## config.mk

```make
export PLATFORM = sky130hd
export DESIGN_NAME = bfdh_front
export DESIGN_NICKNAME = d
export VERILOG_FILES = /design/src/design/bfdh_pkg.sv /design/src/design/bfdh_front.sv
export SDC_FILE = /design/constraint.sdc
export NUM_CORES = 1
export LEC_CHECK = 0
export BUFFER_PORTS_ARGS = -buffer_cell sky130_fd_sc_hd__buf_2
export CAP_MARGIN = 15
export CORE_ASPECT_RATIO = 1.5
export CORE_MARGIN = 5
export CORE_UTILIZATION = 45
export CTS_BUF_LIST = sky130_fd_sc_hd__clkbuf_16
export DETAILED_ROUTE_END_ITERATION = 10
export GPL_TIMING_DRIVEN = 0
export PLACE_DENSITY = 0.73
export SYNTH_ARGS = -nofsm -noshare
export SYNTH_HDL_FRONTEND = slang
export SYNTH_SLANG_ARGS = --single-unit
```

## constraint.sdc

```tcl
create_clock -name clk -period 2.4 [get_ports clk]
set_input_delay 0.48 -clock clk [delete_from_list [all_inputs] [get_ports clk]]
set_output_delay 0.48 -clock clk [all_outputs]
set_load 0.005 [all_outputs]
```

## src/design/bfdh_pkg.sv

```systemverilog
package bfdh_pkg;
  localparam int MaxBits = 65536;
  localparam int MaxProbes = 10;
  localparam int ByteCount = (MaxBits + 7) / 8;
  localparam int AddrW = $clog2(ByteCount);
  localparam int PosW = $clog2(MaxBits);
  localparam int ModW = PosW + 1;
  localparam int PrbW = 4;
  localparam int QDepth = 2;
  localparam logic [63:0] Golden = 64'h9e3779b97f4a7c15;

  localparam logic [1:0] OP_ADD = 2'd0;
  localparam logic [1:0] OP_QUERY = 2'd1;
  localparam logic [1:0] OP_CLEAR = 2'd2;

  localparam logic REG_BIT_COUNT = 1'b0;
  localparam logic REG_PROBE_COUNT = 1'b1;

  typedef struct packed {
    logic [1:0] func;
    logic [63:0] key_hash;
  } cmd_t;
endpackage

```

## src/design/bfdh_front.sv

```systemverilog
module bfdh_front import bfdh_pkg::*; (
  input  logic clk,
  input  logic rst,
  input  logic start,
  input  logic [1:0] func,
  input  logic [63:0] key_hash,
  input  logic pop,
  output logic accept_ok,
  output logic q_valid,
  output cmd_t q_head
);
  cmd_t q [QDepth];
  logic [$clog2(QDepth)-1:0] rd_ptr, wr_ptr;
  logic [$clog2(QDepth):0] fill;
  logic push;

  assign accept_ok = (fill != QDepth[$clog2(QDepth):0]);
  assign push = start && accept_ok;
  assign q_valid = (fill != '0);
  assign q_head = q[rd_ptr];

  always_ff @(posedge clk) begin
    if (push) begin
      q[wr_ptr] <= '{func: func, key_hash: key_hash};
    end
    if (rst) begin
      rd_ptr <= '0;
      wr_ptr <= '0;
      fill <= '0;
    end else begin
      if (push) wr_ptr <= wr_ptr + 1'b1;
      if (pop) rd_ptr <= rd_ptr + 1'b1;
      fill <= fill + {{$clog2(QDepth){1'b0}}, push} - {{$clog2(QDepth){1'b0}}, pop};
    end
  end
endmodule

```

# Word level (Yosys, flattened, before mapping)
# Memories as Yosys holds them, arrays and structs flattened. A register that Yosys moved wholly into a read port is not among the register bits.
# Cells that the tools add are included.
dict set report totals {
  output_inout_bits 68
  n_memories 1
  in_bits 70
  elab_cells 15
  register_bits 4
  ramBits 132
}
dict set report op_classes {
  addsub 4
  eq_ne 1
  reduce_logical 2
  mux 4
}
# name depth word_bits read_ports rd_ports_with_merged_regs wr line
set memory_table {}
lappend memory_table {q 2 66 1 1 1 bfdh_front.sv:12} ;# cmd_t q [QDepth];
# op n
set op_table {}
lappend op_table {{$mux 1} 4}
lappend op_table {{$add 1x1->1 const B} 2}
lappend op_table {{$add 2x1->2} 1}
lappend op_table {{$ne 2x2->1 const B} 1}
lappend op_table {{$reduce_bool 2->1} 1}
lappend op_table {{$sub 2x1->2} 1}
lappend op_table {{$logic_and 1x1->1} 1}

# Depth between registers and ports, before layout
dict set report depth {
  word_depth 4
  depth_mapped 7
  mapped_depth_nobuf 7
}

# Least setup slack after synthesis
# OpenSTA, ideal clock, no wires.
dict set report synth_timing {
  kind {register to register}
  start {reg fill[0]}
  end {mem q[0][0] (netlist name), enable pin}
  n_path_buf 0
  period_less_slack_ns 2.350
  t_arrival_ns 1.930
  required_ns 1.980
  setup_ns 0.420
  slack_ns 0.050
  stages_incl_launch_ff 4
  path_cell_list {dfxtp_1 -> nand2b_1 -> nand3b_1 -> inv_1}
}
dict set report synth_via {
  elab_chain_cells 4
}
# item line
set synth_lines {}
lappend synth_lines {{from (decl)} bfdh_front.sv:14} ;# logic [$clog2(QDepth):0] fill;
lappend synth_lines {{from (signal assigned)} bfdh_front.sv:33} ;# fill <= fill + {{$clog2(QDepth){1'b0}}, push} - {{$clog2(QDepth){1'b0}}, pop};
lappend synth_lines {{$ne 2x2->1} bfdh_front.sv:17} ;# assign accept_ok = (fill != QDepth[$clog2(QDepth):0]);
lappend synth_lines {{via accept_ok} bfdh_front.sv:8} ;# output logic accept_ok,
lappend synth_lines {{$logic_and 1x1->1} bfdh_front.sv:18} ;# assign push = start && accept_ok;
lappend synth_lines {{$mux 1} bfdh_front.sv:23} ;# if (push) begin
lappend synth_lines {{$mux 1 (not written as such)} bfdh_front.sv:24} ;# q[wr_ptr] <= '{func: func, key_hash: key_hash};
lappend synth_lines {{to (decl)} bfdh_front.sv:12}
# The timed path passes the listed nets, and every way through them passes these cells.

==> out/qor.yml <==
hold_path:
  hp-start: "key_hash[21]"
  hp-class: "in2reg"
worst_setup_path:
  cp_max_fo: 10
  crit_chain: "buf_2 -> buf_4 -> mux2_1 -> buf_2"
  cp_slowest_cell: "mux2_1"
  r2r_slack_ns: 0.59
  slowest_delay_ns: 0.36
  path_common_cell: "buf_2"
  r2r_cells: 2
  required_ns: 1.92
  worstPathArrival_ns: 1.73
  path_class: "reg2out"
  cp-end-kind: "output port"
  critical_path.endpoint: "q_head[37]"
  regToRegEndpoint: "q[1][62]"
  r2r-start: "fill[0]"
  startpoint_type: "flip-flop"
floorplan:
  die_area_um2: 13400
  initial_core_util_pct: 45.6
  die_h_um: 139
  boundaryPins: 138
  fp-row-count: 47
  die_x_um: 96.2
  core-area_um2: 11000
layout:
  nFillCells: 877
  stdcell_area_um2: 6520
  drive_gt1_share_pct: 51.0
  area_growth_pct: 30.0
  nNetsFinal: 460
sta:
  finalSetupTns_ns: 0
  maxSlewHeadroom_pct: 38.8
  min_period_ns: 2.21
  fin_crit_sh_pct: 92.2
  fmax_mhz: 452
  max_slew.worst_pin.slew_ns: 0.918
  skew_ns: 0.00588
  finalHoldViolations: 0
  setup_violations: 0
  rsz0062_at_grt: "false"
  slew_violations: 0
yosys:
  synthMostInstantiatedCell: "edfxtp_1"
  synth_top_area_share_pct: 79.1
  ys_warn_count: 0
  synthArstFlopShare_pct: 0
  synth_edf_count: 132
  synth-main-ff-cell: "edfxtp_1"
  avgSynthCellArea_um2: 21.5
  synthTopCellsByArea: "edfxtp_1 79%, mux2_1 9.0%, mux2_2 5.8%"
  ys_seq_area_share_pct: 81.1
  syn_area_um2: 5010
  synth_fp_nets: 304
  ys_ff_latch: 137
  postSynthCellCount: 233
  synth_common_cells: "132 x edfxtp_1, 40 x mux2_1, 26 x mux2_2, 5 x dfxtp_1, 4 x buf_4"
  synth_area_leader_cell: "edfxtp_1"
  ys_types: 23
clock_tree:
  worst_skew_pair.late_latency_ns: 0.40
  numCtsBuffers: 17
  cts_tree: "built"
  clkTransAtPathRegs_ns: 0.06
  htreeDepth: 4
  cts_post_setup_buffers_inserted: 0
  cts_buffer_depth: 2
  ctsResizeCount: 0
  cts-root-buf: "clkbuf_16"
  cts_hold_buf: 0
  cts.sinks: 137
pwr:
  clkPwrFrac_pct: 43.1
  internal_power_uw: 4900
  comb_power_share_pct: 9.9
  switchingPower_uw: 1310
  p_seq_share_pct: 46.9
  cellLeakagePower_uw: 0.00247
  switching_share_pct: 21.1
  peakVddDrop_mv: 0.602
  power_density_nw_per_um2: 953
drt:
  ant_nets: 0
  dr.first_iter.drc_count: 70
  viasPerCell: 4.75
  vias: 2617
  drt-total-wl_um: 9280
  drtPass1Iterations: 4
  drc: 0
  avgRoutedWirePerCell_um: 16.8
placement:
  post-dp-hpwl_um: 6180
  port_buffers: 137
  dpl_cell_area_um2: 5890
  gp_congestion: 0.701
global_routing:
  grt_pass1_wl_um: 14200
  grt_max_degree: 67
  grt_pass1_vias: 2911
  antenna_found_initial: 2
  gr-total-overflow: 0
  track_usage_pct: 14.4
outcome:
  outcome: "finished, final reports clean"
flow_run:
  cap_viol_max_count: 0
[per-layer routing]
layer	wire length [um]	up-vias	track usage, %
met2	5330	73	26.5
met1	3290	1290	14.4
met4	116	2	5.40
met5	7	-	0
met3	533	10	5.08
li1	-	1242	-
[critical path: cells and delay by family, from the launching register on]
kind	cells	cell delay (ns)
buffers and inverters	3	0.65
multiplexers	1	0.36
flip-flops	1	0.33
[stage by stage]
step	cells	power, uW	hold WS [ns]	util [%]	setup WS (ns)
global route	550	6480	0.243	59.2	0.0875
CTS	549	6290	0.245	59.2	0.114
finish	551	6210	0.264	59.2	0.187
detailed placement	517	3600	0.504	53.5	0.511
floorplan	233	3280	0.480	-	0.0498
global placement	517	3570	0.494	53.5	-0.715
[worst min-delay path by stage]
stage	slack, ns	to	cells after the start
2_1_floorplan	0.48	flip-flop	2
3_3_place_gp	0.49	rd_ptr	2
3_5_place_dp	0.50	flip-flop	2
4_1_cts	0.25	q[0][21]	1
5_1_grt	0.24	q[1][19]	1
6_report	0.26	q[1][21]	1
[state kept, by name (all words and copies together) (netlist names), named ones only]
signal and flops:
fill 2, q 132, rd_ptr 1, wr_ptr 1
[power by group through the flow]
stage	Clock, uW	Sequential, uW	Combinational, uW
CTS	2730	2920	638
finish	2680	2910	617
global placement	0	2960	614
global route	2870	2930	683
floorplan	0	2950	328
detailed placement	0	2960	632
[layout make-up]
cell class              instances  area [um^2]  share of cell area [%]
plain buffers                   7         45.0                   0.691
multi-input cells              86          895                    13.7
clock inverters                15          198                    3.03
clock buffers                  17          425                    6.53
well taps                     147          184                    2.82
flip-flops and latches        137         4060                    62.4
repair buffers                137          686                    10.5
diodes                          2         5.00                  0.0768
inverters                       3         13.8                   0.211
[cell usage in the layout (no fill, tap or decap), types with 2 or more instances in the layout]
master	netlist	layout
buf_2	3	140
buf_4	4	4
bufinv_16	0	4
clkbuf_16	0	17
clkinv_2	0	3
clkinv_4	0	3
clkinvlp_4	0	2
dfxtp_1	5	5
diode_2	0	2
edfxtp_1	132	132
inv_1	3	2
inv_6	0	2
mux2_1	40	40
mux2_2	26	26
nand2b_1	2	2
nand4b_1	2	2
nor2_1	2	2
xnor2_1	2	2
[logic make-up (layout without fill, tap and decap cells)]
logic type	Yosys count	in the layout	share of synthesized area, %
flip-flops	137	137	81.1
AO/OA/AOI/OAI	4	4	0.624
XOR/XNOR	2	2	0.350
adder cells (fa/ha/maj)	1	1	0.250
multiplexers	66	66	14.8
other	0	2	0
AND/OR/NAND/NOR	13	13	1.72
buffers and inverters	10	179	1.12
(Power assumes the default switching activity.)
